==> config.mk <==
export PLATFORM = sky130hd
export DESIGN_NAME = multi_bit_integrating_debouncer_core
export DESIGN_NICKNAME = d
export VERILOG_FILES = /design/src/hdl/mbid_pkg.sv /design/src/hdl/mbid_front.sv /design/src/hdl/mbid_queue.sv /design/src/hdl/mbid_back.sv /design/src/hdl/multi_bit_integrating_debouncer_core.sv
export SDC_FILE = /design/constraint.sdc
export NUM_CORES = 1
export LEC_CHECK = 0
export BUFFER_PORTS_ARGS = -buffer_cell sky130_fd_sc_hd__buf_2
export CORE_MARGIN = 4
export CORE_UTILIZATION = 45
export DETAILED_ROUTE_END_ITERATION = 10
export PLACE_DENSITY_LB_ADDON = 0.25
export SLEW_MARGIN = 5
export SYNTH_ARGS = -nofsm -noshare
export SYNTH_HDL_FRONTEND = slang
export SYNTH_SLANG_ARGS = --single-unit
==> constraint.sdc <==
create_clock -name i_clk -period 4.4 [get_ports i_clk]
set_clock_uncertainty 0.05 [all_clocks]
set_input_delay 0.22 -clock i_clk [delete_from_list [all_inputs] [get_ports i_clk]]
set_output_delay 0.22 -clock i_clk [all_outputs]
set_load 0.1 [all_outputs]
==> src/hdl/mbid_pkg.sv <==
`timescale 1ns / 1ps
// ----------------------------------------------------------------------------
// mbid_pkg
// shared types and constants for the multi-bit integrating debouncer
// ----------------------------------------------------------------------------
package mbid_pkg;

    // fixed field widths
    localparam int DATA_W   = 32;
    localparam int CNT_W    = 4;
    localparam int OPC_W    = 2;
    localparam int BIDX_W   = 5;
    localparam int CFG_IDX_W = 1;

    // opcodes of an input transaction
    localparam logic [OPC_W-1:0] OPC_INIT     = 2'd0;
    localparam logic [OPC_W-1:0] OPC_SAMPLE   = 2'd1;
    localparam logic [OPC_W-1:0] OPC_SNAPSHOT = 2'd2;

    // result kinds
    localparam logic KIND_CHANGE   = 1'b0;
    localparam logic KIND_SNAPSHOT = 1'b1;

    // configuration register indexes
    localparam logic [CFG_IDX_W-1:0] CFG_INVERT_MASK = 1'd0;
    localparam logic [CFG_IDX_W-1:0] CFG_THRESHOLD   = 1'd1;

    // configuration reset values
    localparam logic [DATA_W-1:0] RESET_INVERT_MASK = 32'hFFFF_FFFF;
    localparam logic [CNT_W-1:0]  RESET_THRESHOLD   = 4'd3;

    // command queue between front and back
    localparam int Q_DEPTH = 2;
    localparam int Q_PTR_W = 1;
    localparam int Q_CNT_W = 2;

    typedef struct packed {
        logic [OPC_W-1:0]  opcode;
        logic [DATA_W-1:0] sample_word;
    } t_item;

    typedef struct packed {
        logic              event_kind;
        logic [BIDX_W-1:0] bit_index;
        logic              level;
        logic [DATA_W-1:0] stable_word;
        logic              last;
    } t_result;

    // queued command: opcode plus the already inverted word
    typedef struct packed {
        logic [OPC_W-1:0]  opcode;
        logic [DATA_W-1:0] word;
    } t_cmd;

    typedef enum logic {
        BK_IDLE,
        BK_SCAN
    } t_back_state;

endpackage

==> src/hdl/mbid_front.sv <==
`timescale 1ns / 1ps
// ----------------------------------------------------------------------------
// mbid_front
// accepts input transactions, applies the invert mask and drops items
// that have no effect before queuing them for the back end
// ----------------------------------------------------------------------------
module mbid_front (
    input  logic                          i_clk,
    input  logic                          i_rst_n,
    input  logic                          i_valid,
    output logic                          o_stall,
    input  mbid_pkg::t_item               i_item,
    input  logic [mbid_pkg::DATA_W-1:0]   i_invert_mask,
    input  logic                          i_q_full,
    output logic                          o_push,
    output mbid_pkg::t_cmd                o_cmd
);

    logic r_init;
    logic accept;
    logic is_init;
    logic is_work;

    // classify the incoming transaction
    assign o_stall = i_q_full;
    assign accept  = i_valid && !i_q_full;
    assign is_init = (i_item.opcode == mbid_pkg::OPC_INIT);
    assign is_work = r_init && ((i_item.opcode == mbid_pkg::OPC_SAMPLE) ||
                                (i_item.opcode == mbid_pkg::OPC_SNAPSHOT));

    assign o_push        = accept && (is_init || is_work);
    assign o_cmd.opcode  = i_item.opcode;
    assign o_cmd.word    = i_item.sample_word ^ i_invert_mask;

    // initialized flag, set by the first initialize
    always_ff @(posedge i_clk) begin
        if (!i_rst_n) begin
            r_init <= 1'b0;
        end else if (accept && is_init) begin
            r_init <= 1'b1;
        end
    end

endmodule

==> src/hdl/mbid_queue.sv <==
`timescale 1ns / 1ps
// ----------------------------------------------------------------------------
// mbid_queue
// two-entry command queue decoupling the front end from the back end
// ----------------------------------------------------------------------------
module mbid_queue (
    input  logic            i_clk,
    input  logic            i_rst_n,
    input  logic            i_push,
    input  mbid_pkg::t_cmd  i_cmd,
    output logic            o_full,
    output logic            o_valid,
    output mbid_pkg::t_cmd  o_cmd,
    input  logic            i_pop
);

    mbid_pkg::t_cmd               r_mem [mbid_pkg::Q_DEPTH];
    logic [mbid_pkg::Q_PTR_W-1:0] r_wr;
    logic [mbid_pkg::Q_PTR_W-1:0] r_rd;
    logic [mbid_pkg::Q_CNT_W-1:0] r_count;

    assign o_full  = (r_count == mbid_pkg::Q_CNT_W'(mbid_pkg::Q_DEPTH));
    assign o_valid = (r_count != '0);
    assign o_cmd   = r_mem[r_rd];

    // storage
    always_ff @(posedge i_clk) begin
        if (i_push) begin
            r_mem[r_wr] <= i_cmd;
        end
    end

    // pointers and fill count
    always_ff @(posedge i_clk) begin
        if (!i_rst_n) begin
            r_wr    <= '0;
            r_rd    <= '0;
            r_count <= '0;
        end else begin
            if (i_push) begin
                r_wr <= r_wr + 1'b1;
            end
            if (i_pop) begin
                r_rd <= r_rd + 1'b1;
            end
            if (i_push && !i_pop) begin
                r_count <= r_count + 1'b1;
            end else if (!i_push && i_pop) begin
                r_count <= r_count - 1'b1;
            end
        end
    end

    a_no_overflow: assert property (@(posedge i_clk) disable iff (!i_rst_n)
        !(i_push && o_full && !i_pop))
        else $error("command queue overflow");

    a_no_underflow: assert property (@(posedge i_clk) disable iff (!i_rst_n)
        i_pop |-> o_valid)
        else $error("command queue underflow");

endmodule

==> src/hdl/mbid_back.sv <==
`timescale 1ns / 1ps
// ----------------------------------------------------------------------------
// mbid_back
// executes queued commands: counter update per input, then, unless stalled, a
// scan over the inputs, at most one result per cycle into the output register
// ----------------------------------------------------------------------------
module mbid_back #(
    parameter int NUM_INPUTS = 32
) (
    input  logic                          i_clk,
    input  logic                          i_rst_n,
    input  logic                          i_q_valid,
    input  mbid_pkg::t_cmd                i_q_cmd,
    output logic                          o_pop,
    input  logic [mbid_pkg::CNT_W-1:0]    i_threshold,
    output logic                          o_out_valid,
    input  logic                          i_out_stall,
    output mbid_pkg::t_result             o_out_data
);

    localparam int IDX_W = (NUM_INPUTS > 1) ? $clog2(NUM_INPUTS) : 1;

    mbid_pkg::t_back_state        r_state, n_state;
    logic [IDX_W-1:0]             r_idx, n_idx;
    logic [NUM_INPUTS-1:0]        r_pend, n_pend;
    logic                         r_kind, n_kind;
    logic [NUM_INPUTS-1:0]        r_stable, n_stable;
    logic [mbid_pkg::CNT_W-1:0]   r_cnt [NUM_INPUTS];
    logic [mbid_pkg::CNT_W-1:0]   n_cnt [NUM_INPUTS];
    logic                         r_out_valid, n_out_valid;
    mbid_pkg::t_result            r_out, n_out;

    logic [NUM_INPUTS+mbid_pkg::DATA_W-1:0] word_ext;
    logic [NUM_INPUTS-1:0]                  word_n;
    logic [NUM_INPUTS+mbid_pkg::DATA_W-1:0] stable_ext;
    logic [IDX_W+mbid_pkg::BIDX_W-1:0]      idx_ext;
    logic [NUM_INPUTS-1:0]                  lane_stable;
    logic [NUM_INPUTS-1:0]                  lane_flip;
    logic [mbid_pkg::CNT_W-1:0]             lane_cnt [NUM_INPUTS];
    logic [NUM_INPUTS-1:0]                  rest;
    logic                                   slot_free;
    logic                                   is_last;

    // width adaption of the word, stable bits and index
    assign word_ext   = {{NUM_INPUTS{1'b0}}, i_q_cmd.word};
    assign word_n     = word_ext[NUM_INPUTS-1:0];
    assign stable_ext = {{mbid_pkg::DATA_W{1'b0}}, r_stable};
    assign idx_ext    = {{mbid_pkg::BIDX_W{1'b0}}, r_idx};

    // per-input integrating counters, all lanes in parallel
    always_comb begin
        logic [mbid_pkg::CNT_W-1:0] v_c;
        v_c         = '0;
        lane_stable = r_stable;
        lane_flip   = '0;
        for (int i = 0; i < NUM_INPUTS; i++) begin
            v_c = r_cnt[i];
            if (word_n[i] == r_stable[i]) begin
                if (v_c != '0) begin
                    v_c = v_c - 1'b1;
                end
            end else begin
                if (v_c < i_threshold) begin
                    v_c = v_c + 1'b1;
                end
                if (v_c >= i_threshold) begin
                    v_c            = '0;
                    lane_stable[i] = word_n[i];
                    lane_flip[i]   = 1'b1;
                end
            end
            lane_cnt[i] = v_c;
        end
    end

    // remaining pending inputs after the current one
    always_comb begin
        rest        = r_pend;
        rest[r_idx] = 1'b0;
    end

    assign is_last   = (rest == '0);
    assign slot_free = !r_out_valid || !i_out_stall;

    // sequencer next state and outputs
    always_comb begin
        n_state     = r_state;
        n_idx       = r_idx;
        n_pend      = r_pend;
        n_kind      = r_kind;
        n_stable    = r_stable;
        n_cnt       = r_cnt;
        n_out_valid = r_out_valid && i_out_stall;
        n_out       = r_out;
        o_pop       = 1'b0;
        case (r_state)
            mbid_pkg::BK_IDLE: begin
                if (i_q_valid) begin
                    o_pop = 1'b1;
                    case (i_q_cmd.opcode)
                        mbid_pkg::OPC_INIT: begin
                            n_stable = word_n;
                            for (int i = 0; i < NUM_INPUTS; i++) begin
                                n_cnt[i] = '0;
                            end
                        end
                        mbid_pkg::OPC_SAMPLE: begin
                            n_stable = lane_stable;
                            n_cnt    = lane_cnt;
                            n_pend   = lane_flip;
                            n_kind   = mbid_pkg::KIND_CHANGE;
                            n_idx    = '0;
                            if (lane_flip != '0) begin
                                n_state = mbid_pkg::BK_SCAN;
                            end
                        end
                        mbid_pkg::OPC_SNAPSHOT: begin
                            n_pend  = '1;
                            n_kind  = mbid_pkg::KIND_SNAPSHOT;
                            n_idx   = '0;
                            n_state = mbid_pkg::BK_SCAN;
                        end
                        default: begin
                        end
                    endcase
                end
            end
            mbid_pkg::BK_SCAN: begin
                if (r_pend[r_idx]) begin
                    if (slot_free) begin
                        n_out_valid       = 1'b1;
                        n_out.event_kind  = r_kind;
                        n_out.bit_index   = idx_ext[mbid_pkg::BIDX_W-1:0];
                        n_out.level       = r_stable[r_idx];
                        n_out.stable_word = stable_ext[mbid_pkg::DATA_W-1:0];
                        n_out.last        = is_last;
                        n_pend[r_idx]     = 1'b0;
                        n_idx             = r_idx + 1'b1;
                        if (is_last) begin
                            n_state = mbid_pkg::BK_IDLE;
                        end
                    end
                end else begin
                    n_idx = r_idx + 1'b1;
                end
            end
            default: begin
                n_state = mbid_pkg::BK_IDLE;
            end
        endcase
    end

    // control state
    always_ff @(posedge i_clk) begin
        if (!i_rst_n) begin
            r_state     <= mbid_pkg::BK_IDLE;
            r_out_valid <= 1'b0;
            r_stable    <= '0;
            r_pend      <= '0;
            for (int i = 0; i < NUM_INPUTS; i++) begin
                r_cnt[i] <= '0;
            end
        end else begin
            r_state     <= n_state;
            r_out_valid <= n_out_valid;
            r_stable    <= n_stable;
            r_pend      <= n_pend;
            r_cnt       <= n_cnt;
        end
    end

    // payload registers
    always_ff @(posedge i_clk) begin
        r_idx  <= n_idx;
        r_kind <= n_kind;
        r_out  <= n_out;
    end

    assign o_out_valid = r_out_valid;
    assign o_out_data  = r_out;

    a_scan_has_work: assert property (@(posedge i_clk) disable iff (!i_rst_n)
        (r_state == mbid_pkg::BK_SCAN) |-> (r_pend != '0))
        else $error("scan running with nothing pending");

    a_pop_only_idle: assert property (@(posedge i_clk) disable iff (!i_rst_n)
        o_pop |-> (r_state == mbid_pkg::BK_IDLE))
        else $error("command popped during a scan");

endmodule

==> src/hdl/multi_bit_integrating_debouncer_core.sv <==
`timescale 1ns / 1ps
// ----------------------------------------------------------------------------
// multi_bit_integrating_debouncer_core
// debounces up to NUM_INPUTS input levels with integrating counters and
// reports stable-level changes and snapshots as a stream of results
//
//   channel  | direction | handshake                 | transaction
//   ---------+-----------+---------------------------+--------------------
//   in       | input     | i_in_valid / o_in_stall   | t_item (opcode, word)
//   out      | output    | o_out_valid / i_out_stall | t_result
//   cfg      | input     | i_cfg_valid / o_cfg_ready | register index, data
//
// initialize needs no scan; a sample is followed by a scan up to its highest
// changed input, if any flipped; a snapshot scans all inputs. The scan emits at
// most one result per cycle.
// the front accepts into a two-entry queue while the back end scans.
// synchronous active-low reset clears counters and stable bits and resets cfg.
// a stalled output holds its result and pauses the scan.
// ----------------------------------------------------------------------------
module multi_bit_integrating_debouncer_core #(
    parameter int NUM_INPUTS = 32
) (
    input  logic                              i_clk,
    input  logic                              i_rst_n,
    input  logic                              i_in_valid,
    output logic                              o_in_stall,
    input  mbid_pkg::t_item                   i_in_data,
    output logic                              o_out_valid,
    input  logic                              i_out_stall,
    output mbid_pkg::t_result                 o_out_data,
    input  logic                              i_cfg_valid,
    output logic                              o_cfg_ready,
    input  logic [mbid_pkg::CFG_IDX_W-1:0]    i_cfg_index,
    input  logic [mbid_pkg::DATA_W-1:0]       i_cfg_data
);

    logic [mbid_pkg::DATA_W-1:0] r_invert_mask;
    logic [mbid_pkg::CNT_W-1:0]  r_threshold;
    logic                        q_full;
    logic                        q_push;
    logic                        q_valid;
    logic                        q_pop;
    mbid_pkg::t_cmd              push_cmd;
    mbid_pkg::t_cmd              head_cmd;

    // configuration registers
    assign o_cfg_ready = 1'b1;

    always_ff @(posedge i_clk) begin
        if (!i_rst_n) begin
            r_invert_mask <= mbid_pkg::RESET_INVERT_MASK;
            r_threshold   <= mbid_pkg::RESET_THRESHOLD;
        end else if (i_cfg_valid) begin
            case (i_cfg_index)
                mbid_pkg::CFG_INVERT_MASK: r_invert_mask <= i_cfg_data;
                mbid_pkg::CFG_THRESHOLD:   r_threshold   <= i_cfg_data[mbid_pkg::CNT_W-1:0];
                default: begin
                end
            endcase
        end
    end

    // front end
    mbid_front u_front (
        .i_clk         (i_clk),
        .i_rst_n       (i_rst_n),
        .i_valid       (i_in_valid),
        .o_stall       (o_in_stall),
        .i_item        (i_in_data),
        .i_invert_mask (r_invert_mask),
        .i_q_full      (q_full),
        .o_push        (q_push),
        .o_cmd         (push_cmd)
    );

    // command queue
    mbid_queue u_queue (
        .i_clk   (i_clk),
        .i_rst_n (i_rst_n),
        .i_push  (q_push),
        .i_cmd   (push_cmd),
        .o_full  (q_full),
        .o_valid (q_valid),
        .o_cmd   (head_cmd),
        .i_pop   (q_pop)
    );

    // back end
    mbid_back #(
        .NUM_INPUTS (NUM_INPUTS)
    ) u_back (
        .i_clk       (i_clk),
        .i_rst_n     (i_rst_n),
        .i_q_valid   (q_valid),
        .i_q_cmd     (head_cmd),
        .o_pop       (q_pop),
        .i_threshold (r_threshold),
        .o_out_valid (o_out_valid),
        .i_out_stall (i_out_stall),
        .o_out_data  (o_out_data)
    );

endmodule

# Word-level counts from Yosys, hierarchy flattened
# Memory sizes are Yosys's and may differ from the RTL's. A register that Yosys moved wholly into a read port is not among the register bits.
# Index checks and enable logic that the tools add are counted.
# W data, S select, Z words.
dict set report totals {
  regBits 281
  latchBits 0
  mem_bits_rw 68
  rom_bits 0
  in_bits 72
  out_inout_bits 43
  mem_count 1
}
dict set report op_classes {
  addsub 69
  mul 0
  n_div 0
  n_lt_le_gt_ge 66
  n_eq_ne 139
  n_shift 0
  muxes 325
  bitwise_logic 5
  n_reduce_logical 127
}
# memory words width rd rd_clocked_by_memory_dff write_ports line
set mem_list {}
lappend mem_list {u_queue.r_mem 2 34 1 1 1 mbid_queue.sv:17} ;# mbid_pkg::t_cmd r_mem [mbid_pkg::Q_DEPTH];
# cell n
set op_table {}
lappend op_table {{$mux W4} 160}
lappend op_table {{$pmux W128 S2} 1}
lappend op_table {{$pmux W32 S2} 3}
lappend op_table {{$reduce_and A5 Y1} 32}
lappend op_table {{$mux W1} 145}
lappend op_table {{$reduce_and A4 Y1} 33}
lappend op_table {{$add A4 B1 Y4 const B} 32}
lappend op_table {{$ge A4 B4 Y1} 32}
lappend op_table {{$lt A4 B4 Y1} 32}
lappend op_table {{$reduce_bool A4 Y1} 32}
lappend op_table {{$sub A4 B1 Y4 const B} 32}
lappend op_table {{$ne A3 B3 Y1 const B} 34}
lappend op_table {{$mux W32} 3}
lappend op_table {{$ne A2 B2 Y1 const B} 36}
lappend op_table {{$ne A2 B1 Y1 const B} 32}
lappend op_table {{$and A32 B32 Y32} 1}
lappend op_table {{$eq A1 B1 Y1} 32}
lappend op_table {{$logic_not A32 Y1} 1}
lappend op_table {{$not A32 Y32} 1}
lappend op_table {{$reduce_bool A32 Y1} 1}
lappend op_table {{$xor A32 B32 Y32} 1}
lappend op_table {{$mux W5} 4}
lappend op_table {{$bmux W1 S5} 2}
lappend op_table {{$pmux W5 S2} 1}
lappend op_table {{other kinds (20)} 48}

# Depth between registers and ports, before layout
dict set report depth {
  word_depth 11
  depth_mapped 15
}

# Cells and area by module
# A second synthesis with hierarchy kept.
dict set report hier_totals {
  hier_cells 3169
  area_unflattened_um2 27271.2
}
# module instances cells_each area_per_inst_um2
set modules_own_cells {}
lappend modules_own_cells {mbid_back 1 2832 22511.6}
lappend modules_own_cells {mbid_queue 1 128 2673.8}
lappend modules_own_cells {multi_bit_integrating_debouncer_core 1 164 1704.1}
lappend modules_own_cells {mbid_front 1 45 381.6}

# Least setup slack after synthesis
# OpenSTA, ideal clock, no wires.
dict set report synth_path {
  path_kind {register -> register}
  startpoint {register r_threshold[1] (netlist name)}
  endpoint {register u_back.r_state}
  setup_ns 0.117
  arrival_time_ns 4.608
  slack_ns -0.375
  path_stages_with_launch 15
  path_buffers 0
  cell_sequence {dfxtp_1 > inv_1 > ha_1 > a21o_1 > a21o_1 > a21oi_1 > xnor2_1 > ha_1 > nand2b_1 > a2111oi_0 > or2_2 > o221ai_1 > nor4_1 > nand4_1 > a32o_1}
}
dict set report synth_between {
  elab_chain_cells 11
  elab_cells_between_ends 197
}
# item line
set synth_rtl {}
lappend synth_rtl {{start: declaration} multi_bit_integrating_debouncer_core.sv:38} ;# logic [mbid_pkg::CNT_W-1:0] r_threshold;
lappend synth_rtl {{start signal: assignment} multi_bit_integrating_debouncer_core.sv:52} ;# r_threshold <= mbid_pkg::RESET_THRESHOLD;
lappend synth_rtl {{start signal: assignment} multi_bit_integrating_debouncer_core.sv:56} ;# mbid_pkg::CFG_THRESHOLD: r_threshold <= i_cfg_data[mbid_pkg::CNT_W-1:0];
lappend synth_rtl {{$lt A4 B4 Y1} mbid_back.sv:63} ;# if (v_c < i_threshold) begin
lappend synth_rtl {{$mux W4} mbid_back.sv:63}
lappend synth_rtl {{$mux W4} mbid_back.sv:58} ;# if (word_n[i] == r_stable[i]) begin
lappend synth_rtl {{$ge A4 B4 Y1} mbid_back.sv:66} ;# if (v_c >= i_threshold) begin
lappend synth_rtl {{$mux W1} mbid_back.sv:66}
lappend synth_rtl {{$mux W1} mbid_back.sv:58}
lappend synth_rtl {{$reduce_bool A32 Y1 *} mbid_back.sv:113} ;# if (lane_flip != '0) begin
lappend synth_rtl {{$mux W1 *} mbid_back.sv:113}
lappend synth_rtl {{$pmux W1 S2 *} mbid_back.sv:100} ;# case (i_q_cmd.opcode)
lappend synth_rtl {{$mux W1 *} mbid_back.sv:98} ;# if (i_q_valid) begin
lappend synth_rtl {{$pmux W1 S2 *} mbid_back.sv:96} ;# case (r_state)
lappend synth_rtl {{end signal: assignment} mbid_back.sv:156} ;# r_state <= mbid_pkg::BK_IDLE;
lappend synth_rtl {{end signal: assignment} mbid_back.sv:164} ;# r_state <= n_state;
lappend synth_rtl {{end: declaration} mbid_back.sv:23} ;# mbid_pkg::t_back_state r_state, n_state;
# Mark *: on every way between the ends. The rest lies on a longest branch, timed or not. The select of a mux whose other input is x is not followed.
# A chain may end at the register's enable or synchronous reset.

# Worst setup path in the final report
dict set report layout_path {
  startpoint {register r_threshold[2] (netlist name)}
  endpoint {register u_back.r_state}
}
# The elaborated chain is that of the path after synthesis.

==> impl.org <==
** Setup path
- In this run the worst setup path begins at r_threshold[2].
- Data on the critical path is required at its endpoint by 4.81 ns.
- Worst Reg-to-Reg Cells :: 12
- Worst Setup Start Kind :: register
- The worst setup path is of the register to register kind.
- In this run the critical register-to-register path is launched from r_threshold[2].
- Worst Setup End Kind :: register
- At the worst endpoint, the arrival time is 4.60 ns.
- Along the worst path, the maximum fanout reaches 11.

** Route
- DR pass1 iterations :: 7
- The routed layout has 23700 vias.
- Remaining antenna violation count :: 0
- Via density :: 6.00
- Number of DRC markers after the initial detailed-route iteration :: 2100
- In the routed design, unresolved DRC markers number 0.
- In the final routed layout, each cell accounts on average for approximately 19 um.
- Sum of routed wire length over all layers :: 75700 um

** Finish
- Number of nets in the layout :: 3560
- Summing all multi-input logic gate instances after layout gives around 17000 um2.
- The finished cells cover 29900 um2.
- After filler insertion, the fill cell instance count of the layout stands at slightly above 5000.
- From synthesis to final layout, the design area changed by 15.6%.
- Final design utilization :: 52.8%
- Registers take between 8000 and 9000 um2.
- Cells with a size suffix above 1 make up a little under an eighth of the layout.
- Number of inserted diodes :: 0

** Power and ir drop
- Combinational share of power :: 47.8%
- Pwr Total :: 15.8 mW
- Sequential share of power :: 29.4%
- Total leakage power :: 12.0 nW
- Areal power density over the cells :: ~530 nW/um2
- In this run the power spent charging and discharging nets is 6.91 mW.
- Net switching is 43.6% of the power.
- Total internal power :: roughly 8.9 mW
- The worst-case IR drop observed on VDD is between 300 and 400 uV.
- Clock network power share :: ~23%

** Die
- Die Span Y :: 248 um
- Initial core utilization :: 45.6%
- The floorplan has 87 rows.
- Die span in x :: approximately 250 um
- Area of the core :: approximately 57000 um2
- Die area :: about 61000 um2
- I/O pins :: 115

** Clock tree
- The number of clock buffers added by TritonCTS is 42.
- Clock latency on the worst-skew pair, taken at its later pin, is about 0.57 ns.
- The H-tree generated during clock tree synthesis spans 2 levels.
- CTS saw 350 sinks.
- Clk pin slew, worst setup/hold paths :: 0.06 ns
- The root buffer cell chosen for the clock tree is clkbuf_16.
- The longest clock path from root to sink contains 3 buffers.
- TritonCTS clock tree :: yes

** Yosys
- Post-Synthesis Net Count :: 3347
- Post-synthesis area per instance :: between 8 and 9 um2
- After Yosys synthesis, full adders, half adders and majority gates account for roughly 16% of the synthesized area.
- The Yosys step of the flow raised 0 warnings.
- Top-area cell type share of the netlist area :: 18.3%
- Synthesized-area fraction occupied by and/or/nand/nor cells :: 16.3%
- Synthesis produced a netlist whose cell count is about 2900.
- Counting flops with a built-in enable in the synthesized netlist gives 114.
- The commonest cells after synthesis are nand2_1 (339), ha_1 (328), dfxtp_1 (236).
- Cells taking the most area after synthesis :: dfxtp_1 (18%), ha_1 (16%), edfxtp_1 (13%)
- Combinational family with the most area after synthesis :: compound AO/OA/AOI/OAI gates
- Post-synth design cell area :: 25800 um2
- For this run, the leading register cell type out of synthesis is dfxtp_1.
- The biggest area contributor in the post-synthesis netlist is dfxtp_1.
- Of the synthesized area, sequential elements account for around a third.
- Compound-gate portion of the synthesized area :: 22.2%
- Cell with the most instances after synthesis :: nand2_1
- Cell variety after synth :: 79
- Summing the areas of all xor and xnor instances in the mapped netlist gives between 6 and 7% of the synthesized area.
- After synthesis the netlist holds a flip-flop and latch count of 350.
- In the synthesized netlist, mux cells make up 3.92% of the area.
- Fraction of registers with async set/reset :: 0%

** Hold path
- Hold Crit Depth :: 3
- The startpoint identified for the worst hold timing path is i_out_stall.
- Hold Path Class :: input port to register

** GRT
- Global routing finished with a remaining overflow of 0.
- Global-route wire length before repair :: 121000 um
- Entering global routing, the biggest net connects 47 pins.
- The number of antenna violations at the first check in global routing was 1.
- Number of global-route vias before repair :: around 23000
- Global routing used 24.2% of the available tracks across all layers.

** STA
- After routing, the total negative slack on setup checks comes to 0 ns.
- In this run the tightest slew margin relative to its limit is 18.2%.
- Unrepaired setup endpoints after global routing :: false
- The number of endpoints with negative hold slack in the final report is 0.
- The worst path uses a little over nine tenths of the clock period.
- Count of endpoints failing setup in the final report :: 0
- The worst path in the final design needs a cycle of 4.18 ns, including I/O delays and setup.
- The final count of pins violating max slew is 0.
- For the pin with the worst max-slew slack, the measured transition is approximately 1.2 ns.
- Highest clock frequency the design can meet :: 0.239 GHz

** Placement
- Count of buffers from port buffering :: 113
- Final GP Congestion :: 0.972
- HPWL after detailed placement :: between 50000 and 60000 um
- Summing all placed instances gives a cell area of approximately 28000 um2.

** Run
- Total of max-cap violations :: 0

** Status
- The flow ran to the end, and the final reports show no timing, DRC or antenna violations.
## layout make-up
| class | instances | area share, % |
|---|---|---|
| inverters | 109 | 1.40 |
| clock inverters | 22 | 0.763 |
| multi-input cells | 2373 | 56.3 |
| clock buffers | 54 | 4.02 |
| well taps | 756 | 3.17 |
| repair buffers | 284 | 7.04 |
| flip-flops and latches | 350 | 27.3 |
## power by group through the flow
stage               Combinational [mW]  Sequential [mW]  Clock (mW)
finish                            7.56             4.66        3.62
global route                      8.33             4.72        3.81
CTS                               7.47             4.63        3.70
detailed placement                7.37             4.69           0
global placement                  7.16             4.68           0
floorplan                         5.26             4.57           0
## worst max-delay path, stage by stage (launching register included)
cell,delay (ns)
dfxtp_1,0.38
clkinvlp_4,0.36
ha_1,0.42
nand2_1,0.06
o21ai_1,0.46
mux2_2,0.41
ha_1,0.28
a211o_1,0.26
a21oi_1,0.37
o22ai_1,0.18
nor4_1,0.47
nand4_1,0.14
a32o_1,0.23
## path summary, 6_finish.rpt
path                        end  slack (ns)
min          u_back.o_out_valid        0.04
max reg2reg      u_back.r_state        0.22
min reg2reg      r_threshold[3]        0.42
max              u_back.r_state        0.22
## routing by layer
layer | GRT usage [%] | part of all wire (%)
met5 | 0 | 0
met1 | 32.8 | 44
met4 | 7.88 | 3.1
met3 | 3.39 | 6.8
met2 | 39.8 | 46
## placed cells by master (no fill, tap or decap), types with 24 or more instances in the layout
cell / count
nand2_1: 339
ha_1: 326
dfxtp_1: 234
nor2_1: 219
a21oi_1: 194
o21ai_0: 147
nand3_1: 135
xnor2_1: 114
edfxtp_1: 114
buf_2: 112
inv_1: 105
buf_4: 96
nand2b_1: 87
xor2_1: 75
dlygate4sd3_1: 70
a31oi_1: 62
o211ai_1: 49
clkbuf_16: 45
o21a_1: 42
mux2i_1: 40
a21o_1: 35
o21ai_1: 33
a211oi_1: 29
mux2_2: 28
o41ai_1: 27
a22o_1: 26
a311oi_1: 24
## stage by stage
step / std cells / hold WS, ns / worst slack, ns
finish: 3948 / 0.0446 / 0.217
global route: 3948 / 0.0391 / 0.00317
CTS: 3948 / 0.00433 / 0.232
detailed placement: 3797 / 0.381 / 0.0247
global placement: 3797 / 0.377 / 0.129
floorplan: 2947 / 0.269 / 0.0451
## sequential cells by signal, summed over array words and instances, names as in the netlist, named ones only
register and count:
u_back.r_cnt 128, u_queue.r_mem 68, u_back.o_out_data 40, r_invert_mask 32, u_back.r_pend 32, u_back.r_stable 32, u_back.r_idx 5, r_threshold 4
u_queue.r_count 2, u_back.o_out_valid 1, u_back.r_kind 1, u_back.r_state 1, u_front.r_init 1, u_queue.r_rd 1, u_queue.r_wr 1
## kinds of logic after synthesis
group | count (synthesis)
and+or+nand+nor | 912
muxes | 82
other | 1
DFF | 350
buffers and inverters | 224
AOI/OAI and AO/OA | 858
adders and majority gates | 328
xor gates and xnor gates | 192
## repair_timing
| action | CTS | global route |
|---|---|---|
| pin swaps | 0 | 0 |
| buffers inserted | 5 | 0 |
| endpoints found under the hold margin | 105 | 0 |
| setup endpoints to repair | 1 | 1 |
| hold buffers | 70 | 0 |
| gates resized for setup | 0 | 1 |
(Power assumes the default switching activity.)
